==> src/hw/rtl/lpmr_pkg.sv <==
// ----------------------------------------------------------------------------
// lpmr_pkg
// Shared types and constants of the length-prefixed message ring: ring size,
// input opcodes, command encoding between front and back, and payload structs.
// ----------------------------------------------------------------------------
package lpmr_pkg;

  // ring geometry
  localparam int RING_BYTES = 64;
  localparam int ADDR_W     = $clog2(RING_BYTES);
  localparam int CNT_W      = ADDR_W + 1;
  localparam int MAX_CHARS  = 64;

  // result queue geometry
  localparam int RQ_DEPTH = 4;
  localparam int RQ_AW    = $clog2(RQ_DEPTH);
  localparam int RQ_CW    = RQ_AW + 1;

  // input opcodes
  localparam logic [1:0] OP_PUSH  = 2'd0;
  localparam logic [1:0] OP_CLOSE = 2'd1;
  localparam logic [1:0] OP_POP   = 2'd2;

  // result status codes
  localparam logic [1:0] ST_OK    = 2'd0;
  localparam logic [1:0] ST_EMPTY = 2'd1;
  localparam logic [1:0] ST_BUSY  = 2'd2;
  localparam logic [1:0] ST_REJ   = 2'd3;

  typedef logic [ADDR_W-1:0] idx_t;
  typedef logic [CNT_W-1:0]  cnt_t;

  typedef enum logic [1:0] {
    CMD_PUSH,
    CMD_CLOSE,
    CMD_POP
  } cmd_kind_t;

  typedef struct packed {
    cmd_kind_t  kind;
    logic [7:0] data_byte;
    logic       sink_busy;
  } cmd_t;

  typedef enum logic [1:0] {
    BK_IDLE,
    BK_HDR,
    BK_DATA
  } bk_state_t;

  typedef struct packed {
    logic [1:0] opcode;
    logic [7:0] data_byte;
    logic       sink_busy;
  } item_t;

  typedef struct packed {
    logic [7:0] out_byte;
    logic       byte_valid;
    logic       last;
    logic [1:0] status;
    logic [6:0] free_space;
  } result_t;

endpackage

==> src/hw/rtl/lpmr_front.sv <==
// ----------------------------------------------------------------------------
// lpmr_front
// Accepts input requests, decodes the opcode into a command and holds the
// commands in a two-entry queue for the back end. Unused opcodes are dropped.
// ----------------------------------------------------------------------------
module lpmr_front (
  input  logic             clk,
  input  logic             rst,
  input  logic             push,
  output logic             full,
  input  lpmr_pkg::item_t  item,
  output logic             cmd_valid,
  output lpmr_pkg::cmd_t   cmd,
  input  logic             cmd_take
);

  lpmr_pkg::cmd_t entries [2];
  logic           wptr;
  logic           rptr;
  logic [1:0]     count;
  logic           accept;
  logic           known;
  lpmr_pkg::cmd_t decoded;

  // opcode decode
  always_comb begin
    decoded.data_byte = item.data_byte;
    decoded.sink_busy = item.sink_busy;
    case (item.opcode)
      lpmr_pkg::OP_PUSH: begin
        decoded.kind = lpmr_pkg::CMD_PUSH;
        known        = 1'b1;
      end
      lpmr_pkg::OP_CLOSE: begin
        decoded.kind = lpmr_pkg::CMD_CLOSE;
        known        = 1'b1;
      end
      lpmr_pkg::OP_POP: begin
        decoded.kind = lpmr_pkg::CMD_POP;
        known        = 1'b1;
      end
      default: begin
        decoded.kind = lpmr_pkg::CMD_PUSH;
        known        = 1'b0;
      end
    endcase
  end

  assign full      = (count == 2'd2);
  assign accept    = push && !full && known;
  assign cmd_valid = (count != 2'd0);
  assign cmd       = entries[rptr];

  // command queue storage
  always_ff @(posedge clk) begin
    if (accept) begin
      entries[wptr] <= decoded;
    end
  end

  // command queue pointers
  always_ff @(posedge clk) begin
    if (rst) begin
      wptr  <= 1'b0;
      rptr  <= 1'b0;
      count <= 2'd0;
    end else begin
      if (accept) begin
        wptr <= ~wptr;
      end
      if (cmd_take) begin
        rptr <= ~rptr;
      end
      case ({accept, cmd_take})
        2'b10:   count <= count + 2'd1;
        2'b01:   count <= count - 2'd1;
        default: count <= count;
      endcase
    end
  end

endmodule

==> src/hw/rtl/lpmr_result_queue.sv <==
// ----------------------------------------------------------------------------
// lpmr_result_queue
// Four-entry result queue between the back end and the result port; the
// back end reserves a slot for every ring read it issues.
// ----------------------------------------------------------------------------
module lpmr_result_queue (
  input  logic                          clk,
  input  logic                          rst,
  input  logic                          wr,
  input  lpmr_pkg::result_t             wr_data,
  output logic [lpmr_pkg::RQ_CW-1:0]    count,
  output logic                          empty,
  input  logic                          pop,
  output lpmr_pkg::result_t             result
);

  lpmr_pkg::result_t                entries [lpmr_pkg::RQ_DEPTH];
  logic [lpmr_pkg::RQ_AW-1:0]       wptr;
  logic [lpmr_pkg::RQ_AW-1:0]       rptr;
  logic                             take;

  assign empty  = (count == '0);
  assign take   = pop && !empty;
  assign result = entries[rptr];

  // storage
  always_ff @(posedge clk) begin
    if (wr) begin
      entries[wptr] <= wr_data;
    end
  end

  // pointers and fill count
  always_ff @(posedge clk) begin
    if (rst) begin
      wptr  <= '0;
      rptr  <= '0;
      count <= '0;
    end else begin
      if (wr) begin
        wptr <= wptr + 1'b1;
      end
      if (take) begin
        rptr <= rptr + 1'b1;
      end
      case ({wr, take})
        2'b10:   count <= count + 1'b1;
        2'b01:   count <= count - 1'b1;
        default: count <= count;
      endcase
    end
  end

`ifndef SYNTH
  // back end must never write into a full queue
  a_no_overrun: assert property (@(posedge clk) disable iff (rst)
    wr |-> (count != lpmr_pkg::RQ_CW'(lpmr_pkg::RQ_DEPTH)))
    else $error("result queue overrun");
`endif

endmodule

==> src/hw/rtl/lpmr_back.sv <==
// ----------------------------------------------------------------------------
// lpmr_back
// Executes commands against the single-port ring memory: stages characters,
// commits messages with their length header and streams the oldest message
// out one character per cycle while the result queue has room.
// ----------------------------------------------------------------------------
module lpmr_back (
  input  logic                          clk,
  input  logic                          rst,
  input  logic                          cmd_valid,
  input  lpmr_pkg::cmd_t                cmd,
  output logic                          cmd_take,
  input  logic [lpmr_pkg::RQ_CW-1:0]    res_count,
  output logic                          res_wr,
  output lpmr_pkg::result_t             res_data
);

  // ring memory
  logic [7:0]          mem [lpmr_pkg::RING_BYTES];
  logic                mem_en;
  logic                mem_we;
  lpmr_pkg::idx_t      mem_addr;
  logic [7:0]          mem_wdata;
  logic [7:0]          rd_data;

  // registers
  lpmr_pkg::bk_state_t state;
  lpmr_pkg::bk_state_t state_next;
  lpmr_pkg::idx_t      head;
  lpmr_pkg::idx_t      tail;
  lpmr_pkg::cnt_t      staged_count;
  logic                staged_ovf;
  lpmr_pkg::idx_t      rd_ptr;
  lpmr_pkg::idx_t      rd_left;
  logic                rd_pending;
  logic                pend_last;

  // datapath values
  lpmr_pkg::idx_t      used;
  lpmr_pkg::cnt_t      free_now;
  logic                ring_empty;
  logic                room;
  logic                push_fits;
  logic                close_ok;
  lpmr_pkg::idx_t      tail_commit;
  lpmr_pkg::cnt_t      free_close;
  logic [7:0]          hdr_n;
  lpmr_pkg::idx_t      pop_n;
  lpmr_pkg::idx_t      head_adv;
  lpmr_pkg::cnt_t      free_adv;

  // control
  logic                stage_inc;
  logic                set_ovf;
  logic                commit;
  logic                clear_stage;
  logic                hdr_done;
  logic                issue_rd;

  // occupancy and fit checks
  always_comb begin
    used        = tail - head;
    free_now    = lpmr_pkg::CNT_W'(lpmr_pkg::RING_BYTES - 1) - {1'b0, used};
    ring_empty  = (head == tail);
    room        = (res_count + lpmr_pkg::RQ_CW'(rd_pending))
                  < lpmr_pkg::RQ_CW'(lpmr_pkg::RQ_DEPTH);
    push_fits   = ({1'b0, staged_count} + (lpmr_pkg::CNT_W + 1)'(2)) <= {1'b0, free_now}
                  && staged_count < lpmr_pkg::CNT_W'(lpmr_pkg::MAX_CHARS);
    close_ok    = !staged_ovf
                  && ({1'b0, staged_count} + (lpmr_pkg::CNT_W + 1)'(1)) <= {1'b0, free_now};
    tail_commit = tail + staged_count[lpmr_pkg::ADDR_W-1:0] + 1'b1;
    free_close  = close_ok
                  ? lpmr_pkg::CNT_W'(lpmr_pkg::RING_BYTES - 1) - {1'b0, tail_commit - head}
                  : free_now;
  end

  // header decode: length minus one, cut to the committed bytes
  always_comb begin
    hdr_n = (rd_data == 8'd0) ? 8'd0 : rd_data - 8'd1;
    if ({1'b0, hdr_n} + 9'd1 > 9'({1'b0, used})) begin
      pop_n = used - 1'b1;
    end else begin
      pop_n = hdr_n[lpmr_pkg::ADDR_W-1:0];
    end
    head_adv = head + pop_n + 1'b1;
    free_adv = lpmr_pkg::CNT_W'(lpmr_pkg::RING_BYTES - 1) - {1'b0, tail - head_adv};
  end

  // next state
  always_comb begin
    state_next = state;
    case (state)
      lpmr_pkg::BK_IDLE: begin
        if (cmd_valid && cmd.kind == lpmr_pkg::CMD_POP && !cmd.sink_busy && !ring_empty) begin
          state_next = lpmr_pkg::BK_HDR;
        end
      end
      lpmr_pkg::BK_HDR: begin
        if (room) begin
          state_next = (pop_n == '0) ? lpmr_pkg::BK_IDLE : lpmr_pkg::BK_DATA;
        end
      end
      lpmr_pkg::BK_DATA: begin
        if (rd_left == '0 && !rd_pending) begin
          state_next = lpmr_pkg::BK_IDLE;
        end
      end
      default: state_next = lpmr_pkg::BK_IDLE;
    endcase
  end

  // outputs and control
  always_comb begin
    cmd_take    = 1'b0;
    mem_en      = 1'b0;
    mem_we      = 1'b0;
    mem_addr    = head;
    mem_wdata   = cmd.data_byte;
    res_wr      = 1'b0;
    res_data    = '0;
    stage_inc   = 1'b0;
    set_ovf     = 1'b0;
    commit      = 1'b0;
    clear_stage = 1'b0;
    hdr_done    = 1'b0;
    issue_rd    = 1'b0;
    res_data.last       = 1'b1;
    res_data.status     = lpmr_pkg::ST_OK;
    res_data.free_space = 7'(free_now);
    case (state)
      lpmr_pkg::BK_IDLE: begin
        if (cmd_valid) begin
          case (cmd.kind)
            lpmr_pkg::CMD_PUSH: begin
              cmd_take = 1'b1;
              if (!staged_ovf) begin
                if (push_fits) begin
                  mem_en    = 1'b1;
                  mem_we    = 1'b1;
                  mem_addr  = tail + 1'b1 + staged_count[lpmr_pkg::ADDR_W-1:0];
                  stage_inc = 1'b1;
                end else begin
                  set_ovf = 1'b1;
                end
              end
            end
            lpmr_pkg::CMD_CLOSE: begin
              if (room) begin
                cmd_take    = 1'b1;
                clear_stage = 1'b1;
                res_wr      = 1'b1;
                res_data.free_space = 7'(free_close);
                if (close_ok) begin
                  mem_en    = 1'b1;
                  mem_we    = 1'b1;
                  mem_addr  = tail;
                  mem_wdata = 8'(staged_count + 1'b1);
                  commit    = 1'b1;
                end else begin
                  res_data.status = lpmr_pkg::ST_REJ;
                end
              end
            end
            lpmr_pkg::CMD_POP: begin
              if (cmd.sink_busy || ring_empty) begin
                if (room) begin
                  cmd_take = 1'b1;
                  res_wr   = 1'b1;
                  res_data.status = cmd.sink_busy ? lpmr_pkg::ST_BUSY : lpmr_pkg::ST_EMPTY;
                end
              end else begin
                // fetch the header of the oldest message
                cmd_take = 1'b1;
                mem_en   = 1'b1;
                mem_addr = head;
              end
            end
            default: cmd_take = 1'b0;
          endcase
        end
      end
      lpmr_pkg::BK_HDR: begin
        if (room) begin
          hdr_done = 1'b1;
          if (pop_n == '0) begin
            res_wr = 1'b1;
            res_data.free_space = 7'(free_adv);
          end
        end
      end
      lpmr_pkg::BK_DATA: begin
        if (rd_left != '0 && room) begin
          issue_rd = 1'b1;
          mem_en   = 1'b1;
          mem_addr = rd_ptr;
        end
        if (rd_pending) begin
          res_wr              = 1'b1;
          res_data.out_byte   = rd_data;
          res_data.byte_valid = 1'b1;
          res_data.last       = pend_last;
        end
      end
      default: cmd_take = 1'b0;
    endcase
  end

  // single-port ring memory
  always_ff @(posedge clk) begin
    if (mem_en) begin
      if (mem_we) begin
        mem[mem_addr] <= mem_wdata;
      end else begin
        rd_data <= mem[mem_addr];
      end
    end
  end

  // read stream registers
  always_ff @(posedge clk) begin
    if (hdr_done) begin
      rd_ptr <= head + 1'b1;
    end else if (issue_rd) begin
      rd_ptr <= rd_ptr + 1'b1;
    end
    if (issue_rd) begin
      pend_last <= (rd_left == lpmr_pkg::ADDR_W'(1));
    end
  end

  // control state
  always_ff @(posedge clk) begin
    if (rst) begin
      state        <= lpmr_pkg::BK_IDLE;
      head         <= '0;
      tail         <= '0;
      staged_count <= '0;
      staged_ovf   <= 1'b0;
      rd_left      <= '0;
      rd_pending   <= 1'b0;
    end else begin
      state      <= state_next;
      rd_pending <= issue_rd;
      if (clear_stage) begin
        staged_count <= '0;
        staged_ovf   <= 1'b0;
      end else begin
        if (stage_inc) begin
          staged_count <= staged_count + 1'b1;
        end
        if (set_ovf) begin
          staged_ovf <= 1'b1;
        end
      end
      if (commit) begin
        tail <= tail_commit;
      end
      if (hdr_done) begin
        head    <= head_adv;
        rd_left <= pop_n;
      end else if (issue_rd) begin
        rd_left <= rd_left - 1'b1;
      end
    end
  end

`ifndef SYNTH
  // the marked character is the final read of the message
  a_last_final: assert property (@(posedge clk) disable iff (rst)
    (rd_pending && pend_last) |-> (rd_left == '0))
    else $error("last flag set with reads outstanding");

  // staged characters plus header always leave the spare slot
  a_stage_bound: assert property (@(posedge clk) disable iff (rst)
    staged_count <= lpmr_pkg::CNT_W'(lpmr_pkg::RING_BYTES - 2))
    else $error("staged count beyond ring capacity");

  // a drained message stream returns to idle
  a_data_done: assert property (@(posedge clk) disable iff (rst)
    (state == lpmr_pkg::BK_DATA && rd_left == '0 && !rd_pending)
    |=> (state == lpmr_pkg::BK_IDLE))
    else $error("message stream did not finish");
`endif

endmodule

==> src/hw/rtl/length_prefixed_message_ring.sv <==
// ----------------------------------------------------------------------------
// length_prefixed_message_ring
// Byte ring of length-prefixed messages with queue-style request and result
// channels.
// ----------------------------------------------------------------------------
// Usage:
//   Requests enter through push/full with an item (opcode, data_byte,
//   sink_busy); results leave through empty/pop, the oldest on result.
//   A push-character request gives no result. A close, a refused pop and
//   an empty pop each give one result, written into the result queue as
//   the back end takes the request. A pop of a message of n characters
//   holds the back end for a header read, a header decode, n ring reads
//   at one per cycle while the result queue has room, and the drain of the
//   last read; the single-port ring memory sets the rate of one byte
//   access per cycle.
//   A two-entry command queue lets requests be taken while a message streams
//   out; full rises only when it fills.
//   When the receiver stalls, the four-entry result queue fills and the back
//   end pauses its ring reads; nothing is lost.
//   Reset (rst, synchronous) empties the ring, drops any staged message and
//   clears both queues; the ring contents need no clearing.
// ----------------------------------------------------------------------------
module length_prefixed_message_ring (
  input  logic                clk,
  input  logic                rst,
  input  logic                push,
  output logic                full,
  input  lpmr_pkg::item_t     item,
  output logic                empty,
  input  logic                pop,
  output lpmr_pkg::result_t   result
);

  logic                         cmd_valid;
  lpmr_pkg::cmd_t               cmd;
  logic                         cmd_take;
  logic [lpmr_pkg::RQ_CW-1:0]   res_count;
  logic                         res_wr;
  lpmr_pkg::result_t            res_data;

  // request decode and command queue
  lpmr_front u_front (
    .clk       (clk),
    .rst       (rst),
    .push      (push),
    .full      (full),
    .item      (item),
    .cmd_valid (cmd_valid),
    .cmd       (cmd),
    .cmd_take  (cmd_take)
  );

  // ring execution
  lpmr_back u_back (
    .clk       (clk),
    .rst       (rst),
    .cmd_valid (cmd_valid),
    .cmd       (cmd),
    .cmd_take  (cmd_take),
    .res_count (res_count),
    .res_wr    (res_wr),
    .res_data  (res_data)
  );

  // result queue
  lpmr_result_queue u_result_queue (
    .clk     (clk),
    .rst     (rst),
    .wr      (res_wr),
    .wr_data (res_data),
    .count   (res_count),
    .empty   (empty),
    .pop     (pop),
    .result  (result)
  );

endmodule

==> config.mk <==
export PLATFORM = sky130hd
export DESIGN_NAME = length_prefixed_message_ring
export DESIGN_NICKNAME = d
export VERILOG_FILES = /design/src/hw/rtl/lpmr_pkg.sv /design/src/hw/rtl/lpmr_front.sv /design/src/hw/rtl/lpmr_result_queue.sv /design/src/hw/rtl/lpmr_back.sv /design/src/hw/rtl/length_prefixed_message_ring.sv
export SDC_FILE = /design/constraint.sdc
export NUM_CORES = 1
export LEC_CHECK = 0
export BUFFER_PORTS_ARGS = -buffer_cell sky130_fd_sc_hd__clkbuf_2
export CAP_MARGIN = 0
export CELL_PAD_IN_SITES_DETAIL_PLACEMENT = 1
export CELL_PAD_IN_SITES_GLOBAL_PLACEMENT = 1
export CORE_ASPECT_RATIO = 0.9
export CORE_MARGIN = 5
export CORE_UTILIZATION = 51
export CTS_CLUSTER_SIZE = 14
export DETAILED_ROUTE_END_ITERATION = 7
export PLACE_DENSITY = 0.83
export SYNTH_ARGS = -nofsm -noshare
export SYNTH_HDL_FRONTEND = slang
export SYNTH_SLANG_ARGS = --single-unit
export TNS_END_PERCENT = 30
==> constraint.sdc <==
create_clock -name clk -period 8.1 [get_ports clk]
set_input_delay 0.405 -clock clk [delete_from_list [all_inputs] [get_ports clk]]
set_output_delay 0.405 -clock clk [all_outputs]
set_load 0.01 [all_outputs]
==> results_dict.tcl, run 1 <==
set metrics [dict create \
    cts.clk_slew.worst_paths_ns 0.07 \
    peakVddDrop_v 0.0002311 \
    grt_pass1_vias 20660 \
    min_to "u_front.entries[0][10]" \
    max_cap_violations 0 \
    min_path_type "in2reg" \
    antenna_found_initial 0 \
    holdCritStartpoint "item[9]" \
    synth_edf_count 621 \
    crit_type "reg2reg" \
    dp.cells 2982 \
    relSlewSlack 0.1492 \
    viasPerCell 6.401 \
    wire_per_inst_um 27.31 \
    finClkSkew_ns 0.02657 \
    cts.sinks 664 \
    htreeDepth 3 \
    crit_fanout 9 \
    drive_gt1_frac 0.09354 \
    synthCells 2282 \
    synth_mux_area_frac 0.02130 \
    path_buf_inv 1 \
    fp.dieW_um 262.4 \
    clkLatencyLatePin_ns 0.65 \
    rr_startpoint "u_back.head[1]" \
    synth_top_family_by_area "compound AO/OA/AOI/OAI gates" \
    synth_compound_area_frac 0.1386 \
    leakagePower_nw 11.55 \
    drt_iter0_drc 2162 \
    min_path_cells 2 \
    io_pins 36 \
    cts_buffer_depth 3 \
    place_area_mm2 0.03022 \
    arrival_ns 7.82 \
    crit_slowest_cell "nor3_1" \
    grt_pass1_wl_mm 128.1 \
    startpoint_type "flop" \
    synthFlopType "edfxtp_1" \
    wl_mm 85.12 \
    ys_seq_area_frac 0.6669 \
    r2r-end "u_back.mem[19][3]" \
    vias 19950 \
    drtPass1Iterations 5 \
    synth_xor_area_frac 0.01976 \
    die_area_mm2 0.06225 \
    syn_area_mm2 0.02925 \
    synthSimpleGateAreaFrac 0.09633 \
    setup_tns_ns 0 \
    fin_util 0.5716 \
    drc 0 \
    fin_crit_sh 0.9352 \
    areaGrowthSynthToFinish_pct 11.21 \
    required_ns 8.34 \
    final_area_mm2 0.03253 \
    setup_viol 0 \
    grt_max_degree 100 \
    core_area_mm2 0.05691 \
    yosysWarnings 0 \
    cts_tree "done" \
    final_cell_count_no_fill 3117 \
    synthArstFlopShare 0 \
    ys_ff_latch 664 \
    status "finished, final reports clean" \
    grt.total_usage 0.2664 \
    pre_cts_ws_ns 0.7293 \
    rsz0062_at_grt "false" \
    worst_pin_slew_ns 1.266 \
    ant_nets 0 \
    initial_core_util 0.5140 \
    crit_family "simple AND/OR/NAND/NOR gates" \
    grt_overflow_total 0 \
    post-dp-hpwl_mm 52.96 \
    postCtsSetupBuffers 0 \
    rrSetupSlack_ns 0.53 \
    hold_violations 0 \
    num_antenna_cells 0 \
    rows 83 \
    yosysUniqueCellTypes 79 \
    die_height_um 237.2 \
    layout_setup_ws_ns 0.5252 \
    crit_path_end_kind "flop" \
    reg2reg_depth 17 \
    max_freq_ghz 0.1320 \
    cts_buffers 69 \
    root_buffer "clkbuf_16" \
    path_cells "inv_1 -> ha_1 -> nor2b_1 -> o21ai_0 -> a21boi_0 -> or2_2 -> o311ai_0 -> ha_1 -> a21o_1 -> o21ai_0 -> and2_1 -> nand2_1 -> nor3_1 -> o2bb2ai_1 -> nor2_1 -> nand2_1 -> nor2_1" \
    syn-num-nets 2365 \
    powerDensity_mw_per_mm2 348.7 \
    critPathMaxStageDelay_ns 0.99 \
    final_nets 2380 \
    syn_avg_cell_area_um2 12.82 \
    gp_congestion 0.9256 \
    port_buffers 34 \
    slew_viol_final 0 \
    synth_fa_ha_area_frac 0.03131 \
    min_period_ns 7.575 \
]
worst max path at each step:
stage	endpoint	slack, ns	start	cells after the start
after floorplan	u_back.mem[0][5]	1.30	u_back.head[1]	16
after global placement	u_result_queue.entries[0][5]	1.04	u_back.head[1]	25
after detailed placement	u_result_queue.entries[0][5]	0.73	u_back.head[1]	25
after CTS	u_result_queue.entries[0][5]	0.70	u_back.head[1]	25
after global routing	u_result_queue.entries[2][5]	0.32	u_back.head[1]	25
final	u_back.mem[19][3]	0.53	u_back.head[1]	17
what timing repair did:
action / CTS / global route
hold endpoints to repair: 18 / 0
endpoints found under the setup margin: 0 / 0
hold buffers: 9 / 0
gates resized for setup: 0 / 0
cell usage after synthesis (4+ instances only):
cell type,number,share of area
xor2_1,23,0.0069
a31oi_1,7,0.0015
o21a_1,7,0.0018
and2b_1,4,0.0010
inv_1,45,0.0058
o31ai_1,4,0.0010
a22o_1,55,0.016
a221o_1,4,0.0014
nor2b_1,15,0.0032
fa_1,6,0.0041
nand4_1,17,0.0036
nand2b_1,4,0.00086
nor2_1,162,0.021
a21boi_0,6,0.0015
a211oi_1,15,0.0038
dfxtp_1,43,0.029
nand3_1,18,0.0031
a22oi_1,110,0.028
and2_1,13,0.0028
a221oi_1,9,0.0027
mux4_2,18,0.014
a32oi_1,5,0.0015
buf_4,4,0.0010
nor3b_1,5,0.0013
buf_1,26,0.0033
o211ai_1,5,0.0013
or3_1,4,0.00086
nor4_1,12,0.0026
o21ai_0,36,0.0062
a21oi_1,299,0.051
and3_1,25,0.0053
edfxtp_1,621,0.64
a32o_1,4,0.0014
mux2i_1,17,0.0058
ha_1,62,0.027
nand2_1,318,0.041
buf_2,42,0.0072
a21o_1,18,0.0046
clkbuf_1,56,0.0072
nor3_1,16,0.0027
xnor2_1,43,0.013
o22ai_1,19,0.0041
routing by layer:
metal,GRT usage,up-vias,wire (µm)
met2,0.4448,941,41680
met1,0.3467,10140,33260
li1,-,8646,-
met3,0.04595,224,6151
met5,0,-,0
met4,0.1188,0,4024
flip-flops by register name, indices dropped and copies added, names as in the netlist, named ones only:
register	flops
u_front.entries	22
u_back.pend_last	1
u_back.tail	6
u_back.rd_pending	1
u_result_queue.rptr	2
u_back.state	2
u_front.count	2
u_back.head	6
u_front.rptr	1
u_back.rd_data	8
u_back.staged_count	7
u_back.staged_ovf	1
u_front.wptr	1
u_result_queue.entries	72
u_result_queue.wptr	2
u_result_queue.count	3
u_back.rd_left	6
u_back.mem	512
u_back.rd_ptr	6
where the power goes:
group / total (W) / leakage (nW) / internal (W) / switching [W]
logic: 0.00383 / 4.57 / 0.00123 / 0.00261
clock network: 0.00313 / 1.06 / 0.00173 / 0.00140
registers: 0.00438 / 5.93 / 0.00428 / 0.0000995
total: 0.0113 / 11.6 / 0.00724 / 0.00411
cell type report:
cell class / count / area (µm²)
repair buffers: 75 / 563.0
multi-input cells: 1442 / 9112
clock buffers: 84 / 1783
flip-flops and latches: 664 / 19510
inverters: 45 / 168.9
clock inverters: 42 / 437.9
fillers: 5665 / 24380
well taps: 765 / 957.2
through the flow:
step / total power, W / hold WS [ns]
6_report: 0.01135 / 0.1043
2_1_floorplan: 0.006871 / 0.4798
3_5_place_dp: 0.008169 / 0.5268
3_3_place_gp: 0.007974 / 0.4939
5_1_grt: 0.01180 / 0.09956
4_1_cts: 0.01134 / 0.08031
logic make-up (layout without fill, tap and decap cells):
kind of cell | count (synthesis) | in the layout
simple gates | 634 | 634
xor+xnor | 66 | 66
flops | 664 | 664
other cells | 1 | 1
compound gates | 632 | 632
buf+inv | 176 | 246
fa+ha+maj | 70 | 70
mux | 39 | 39
placed cells by master, fill, tap and decap left out, drive strengths merged, types with 6 or more instances in the layout:
cell         instances
o21a                 7
a211oi              17
a21boi               7
nor3                18
ha                  62
fa                   6
mux4                18
and3                25
dfxtp               43
buf                 32
xor2                23
a21oi              300
a221oi               9
nor2b               15
edfxtp             621
nor2               163
a21o                18
clkinv              29
a22o                55
dlygate4sd3          9
a22oi              110
mux2i               18
nand4               18
clkbuf             118
o22ai               19
nand2              318
o21ai               40
xnor2               43
nand3               18
a31oi                9
and2                14
nor4                15
inv                 49
(Power assumes the default switching activity.)
==> run 2, diff against run 1 <==
PLACE_DENSITY = unset   (was 0.83)
PLACE_DENSITY_LB_ADDON = 0.1   (was unset)
==> results_dict.tcl, run 2 (synthesized netlist as in run 1, its figures left out) <==
set metrics [dict create \
    status "finished, final reports clean" \
    min_path_type "in2reg" \
    wl_met1_mm 34.73 \
    cts_buffers 69 \
    fp.dieW_um 262.4 \
    final_nets 2389 \
    drive_gt1_frac 0.09843 \
    crit_path_end_kind "flop" \
    wl_met3_mm 4.351 \
    worst_pin_slew_ns 1.159 \
    antenna_found_initial 0 \
    largest-register "u_back.mem" \
    crit_fanout 10 \
    die_height_um 237.2 \
    layout.filler_cells 5654 \
    leakagePower_nw 11.58 \
    max_freq_ghz 0.1424 \
    cts_buffer_depth 3 \
    final_common_cell "edfxtp_1" \
    rows 83 \
    grt_pass1_wl_mm 124.8 \
    vias 19170 \
    largest_reg_flops 512 \
    port_buffers 34 \
    multi_input_area_mm2 0.009119 \
    regArea_mm2 0.01951 \
    setup_tns_ns 0 \
    required_ns 8.45 \
    met2WireLength_mm 40.06 \
    crit_slowest_cell "fa_1" \
    final_area_mm2 0.03252 \
    min_period_ns 7.021 \
    gp_congestion 0.8643 \
    cts.clk_slew.worst_paths_ns 0.06 \
    viasPerCell 6.140 \
    clkLatencyLatePin_ns 0.62 \
    num_antenna_cells 0 \
    grt_overflow_total 0 \
    highest_layer "met4" \
    post-dp-hpwl_mm 51.60 \
    drt_iter0_drc 1759 \
    peakVddDrop_v 0.0003747 \
    wire_per_inst_um 26.17 \
    htreeDepth 3 \
    drtPass1Iterations 5 \
    wl_mm 81.71 \
    root_buffer "clkbuf_16" \
    setup_viol 0 \
    finClkSkew_ns 0.02678 \
    ant_nets 0 \
    crit_family "adder cells" \
    grt_max_degree 133 \
    grt_pass1_vias 19950 \
    core_area_mm2 0.05691 \
    drc 0 \
    powerDensity_mw_per_mm2 344.6 \
    crit_type "reg2reg" \
    grt.total_usage 0.2585 \
    critPathMaxStageDelay_ns 0.53 \
    final_cell_mix "edfxtp_1, nand2_1, a21oi_1, nor2_1, a22oi_1" \
    arrival_ns 7.38 \
    cp_common_cell "ha_1" \
    place_area_mm2 0.03029 \
    ctsResizeCount 0 \
    top_regs "u_back.mem: 512 flops, u_result_queue.entries: 72 flops, u_front.entries: 22 flops" \
    slew_viol_final 0 \
    max_cap_violations 0 \
    hold_violations 0 \
    fin_crit_sh 0.8668 \
    io_pins 36 \
    relSlewSlack 0.2200 \
    rsz0062_at_grt "false" \
    die_area_mm2 0.06225 \
    startpoint_type "flop" \
    areaGrowthSynthToFinish_pct 11.16 \
    cts.sinks 664 \
    initial_core_util 0.5140 \
    path_buf_inv 3 \
    cts_tree "done" \
]
-- run 2: cell types whose count changed in the layout (fill, tap and decap cells not counted), sizes merged --
cell,before,now
clkinv,29,26
inv,49,47
bufinv,4,2
buf,32,41
clkbuf,118,121
-- run 2: worst paths after layout --
path | from | endpoint | slack (ns) | cells past startpoint
worst max-delay path | u_back.rd_data[0] | u_result_queue.entries[0][5] | 1.08 | 27
worst min-delay path | item[9] | u_front.entries[0][10] | 0.13 | 2
worst max register to register | u_back.rd_data[0] | u_result_queue.entries[0][5] | 1.08 | 27
worst min register to register | u_front.rptr | u_front.rptr | 0.53 | 2
-- run 2: layout make-up --
type                    count  area share
repair buffers             84     0.01939
clock inverters            35    0.007849
well taps                 765     0.02944
multi-input cells        1442      0.2804
clock buffers              87     0.05776
inverters                  45    0.005195
flip-flops and latches    664      0.5999
-- run 2: power breakdown --
group	switching [W]	total, W	internal, W	leakage [nW]
Combinational	0.00254	0.00379	0.00125	4.61
Clock	0.00133	0.00304	0.00171	1.04
Sequential	0.0000901	0.00437	0.00428	5.93
Total	0.00396	0.0112	0.00724	11.6
-- run 2: timing repair --
item / 4_1_cts / 5_1_grt
buffers inserted: 0 / 0
hold buffers: 9 / 0
endpoints found under the hold margin: 18 / 0
-- run 2: routing by layer --
| layer | vias up | GRT usage |
|---|---|---|
| li1 | 8646 | - |
| met1 | 9813 | 0.3529 |
| met2 | 570 | 0.4337 |
| met3 | 141 | 0.04150 |
| met4 | 0 | 0.07826 |
| met5 | - | 0 |
-- run 2: worst reg2reg max path: cells and delay by family (launching register included) --
family	cells	cell delay, ns
AO/OA/AOI/OAI	9	1.74
XOR/XNOR	2	0.25
adder cells (fa/ha/maj)	7	2.24
buffers and inverters	3	0.26
flip-flops	1	0.50
multiplexers	1	0.31
AND/OR/NAND/NOR	5	1.44
-- run 2: through the flow --
| step | total power (W) | instances | setup slack, ns | hold WS [ns] | utilization |
|---|---|---|---|---|---|
| final | 0.01120 | 3122 | 1.079 | 0.1304 | 0.5714 |
| after CTS | 0.01125 | 3122 | 1.115 | 0.1076 | 0.5714 |
| after detailed placement | 0.008197 | 2991 | 1.146 | 0.5115 | 0.5323 |
| after global placement | 0.008091 | 2991 | 1.422 | 0.4980 | 0.5323 |
| after floorplan | 0.006871 | 2282 | 1.296 | 0.4798 | - |
| after global routing | 0.01173 | 3122 | 0.6597 | 0.1199 | 0.5714 |
==> run 3, diff against run 2 <==
CORE_UTILIZATION = 47   (was 51)
clock period = 5.7 ns   (was 8.1 ns; I/O delays follow)
==> results_dict.tcl, run 3 (synthesized netlist as in run 1, its figures left out) <==
set metrics [dict create \
    grt_pass1_wl_mm 133.5 \
    rrSetupSlack_ns -0.12 \
    wire_per_inst_um 25.68 \
    leakagePower_nw 12.92 \
    antenna_found_initial 0 \
    crit_end "u_result_queue.entries[1][3]" \
    wl_mm 88.12 \
    place_area_mm2 0.03222 \
    arrival_ns 6.30 \
    htreeDepth 3 \
    viasPerCell 5.934 \
    cts_tree "done" \
    drt_iter0_drc 1830 \
    grt_busiest_layer "met2" \
    rr_startpoint "u_back.head[1]" \
    max_cap_violations 0 \
    drc 0 \
    p_seq_frac 0.352 \
    initial_core_util 0.4761 \
    min_path_type "in2reg" \
    final_cell_mix "edfxtp_1, nand2_1, a21oi_1, buf_4, nor2_1" \
    fp.dieW_um 273.0 \
    reg2reg_depth 29 \
    vias 20370 \
    largest_reg_flops 512 \
    r2r-end "u_result_queue.entries[1][3]" \
    layout_setup_ws_ns -0.1188 \
    setup_tns_ns -0.8455 \
    gp_congestion 0.9351 \
    startpoint_type "flop" \
    final_area_mm2 0.03489 \
    clkLatencyLatePin_ns 0.63 \
    die_height_um 246.7 \
    grt_pass1_vias 21290 \
    powerDensity_mw_per_mm2 500.1 \
    required_ns 6.19 \
    slew_viol_final 0 \
    grt_max_degree 65 \
    holdCritStartpoint "push" \
    layout.filler_cells 6096 \
    port_buffers 34 \
    largest-register "u_back.mem" \
    critPathMaxStageDelay_ns 0.57 \
    ant_nets 0 \
    die_area_mm2 0.06733 \
    regArea_mm2 0.01951 \
    max_freq_ghz 0.1719 \
    worst_pin_slew_ns 1.312 \
    cts_buffers 72 \
    met3_usage 0.03638 \
    combPwrFrac 0.387 \
    areaGrowthSynthToFinish_pct 19.27 \
    top_regs "u_back.mem: 512 flops, u_result_queue.entries: 72 flops, u_front.entries: 22 flops" \
    crit_type "reg2reg" \
    pre_cts_ws_ns -0.3216 \
    core_area_mm2 0.06144 \
    cts.clk_slew.worst_paths_ns 0.06 \
    p_switching_w 0.006091 \
    fin_crit_sh 1.021 \
    use_met2 0.4399 \
    drtPass1Iterations 6 \
    grt_use_met1 0.3544 \
    root_buffer "clkbuf_16" \
    post-dp-hpwl_mm 59.73 \
    fin_util 0.5678 \
    multi_input_area_mm2 0.009368 \
    cts_buffer_depth 3 \
    startpoint "u_back.head[1]" \
    clkPwrFrac 0.260 \
    power_w 0.01745 \
    finClkSkew_ns 0.03440 \
    num_antenna_cells 0 \
    hold_violations 0 \
    crit_fanout 4 \
    peakVddDrop_v 0.0003135 \
    crit_path_end_kind "flop" \
    min_period_ns 5.819 \
    status "complete, but fails checks" \
    violations "setup timing" \
    relSlewSlack 0.1222 \
    internal-power_w 0.01136 \
    rsz0062_at_grt "true" \
    grt_overflow_total 0 \
    setup_viol 12 \
    final_nets 2625 \
    crit_slowest_cell "fa_2" \
    final_common_cell "edfxtp_1" \
    drive_gt1_frac 0.1961 \
    swShare 0.3491 \
    io_pins 36 \
    rows 86 \
    cts.sinks 664 \
    grt.total_usage 0.2606 \
]
==> run 3: cell types whose count changed in the layout (fill, tap and decap cells not counted), moves of 4 or more <==
cell,delta
buf_12,+11
buf_4,+218
clkbuf_1,+5
ha_1,-6
ha_4,+4
inv_1,-5
inv_2,+4
o21ai_0,-5
==> run 3: worst min-delay path by stage <==
| stage | to | depth (start not counted) |
|---|---|---|
| floorplan | u_front.entries[0][0] | 0 |
| global placement | u_front.entries[0][8] | 1 |
| detailed placement | u_front.entries[0][8] | 1 |
| CTS | u_front.wptr | 4 |
| global route | u_front.wptr | 4 |
| finish | u_front.wptr | 4 |
==> run 3: per-stage QoR <==
step	hold WS, ns	std cells
4_1_cts	0.09465	3425
2_1_floorplan	0.3839	2282
3_5_place_dp	0.4782	3282
3_3_place_gp	0.4808	3282
6_report	0.1161	3432
5_1_grt	0.1308	3432
==> run 3: per-layer routing <==
layer	vias up	wire [µm]
met1	10490	37510
met4	0	2759
met2	609	43010
li1	9125	-
met3	148	4846
met5	-	0
==> run 3: final cells by class <==
class | count | area share
Clock buffer | 94 | 0.05548
Clock inverter | 34 | 0.009324
Multi-Input combinational cell | 1442 | 0.2685
Inverter | 45 | 0.004913
Sequential cell | 664 | 0.5592
Tap cell | 836 | 0.02998
Timing Repair Buffer | 317 | 0.07262
==> run 3: power by group through the flow <==
stage	sequential, W	clock (W)	combinational (W)
floorplan	0.00628	0	0.00353
global placement	0.00624	0	0.00611
detailed placement	0.00625	0	0.00631
CTS	0.00615	0.00463	0.00654
global route	0.00615	0.00487	0.00723
finish	0.00615	0.00455	0.00676
==> run 3: worst max-delay path: cells and delay by family, from the launching register on <==
kind | cells | cell delay, ns
adders and majority gates | 5 | 1.61
buffers and inverters | 8 | 0.80
DFF | 1 | 0.35
muxes | 1 | 0.30
AOI/OAI and AO/OA | 8 | 1.41
xor gates and xnor gates | 2 | 0.26
and+or+nand+nor | 5 | 0.94
==> run 3: what timing repair did <==
item / 4_1_cts / 5_1_grt
hold buffers: 11 / 0
endpoints found under the setup margin: 13 / 144
buffers inserted: 4 / 7
gates resized for setup: 17 / 24
hold endpoints to repair: 22 / 0
pin swaps: 12 / 13
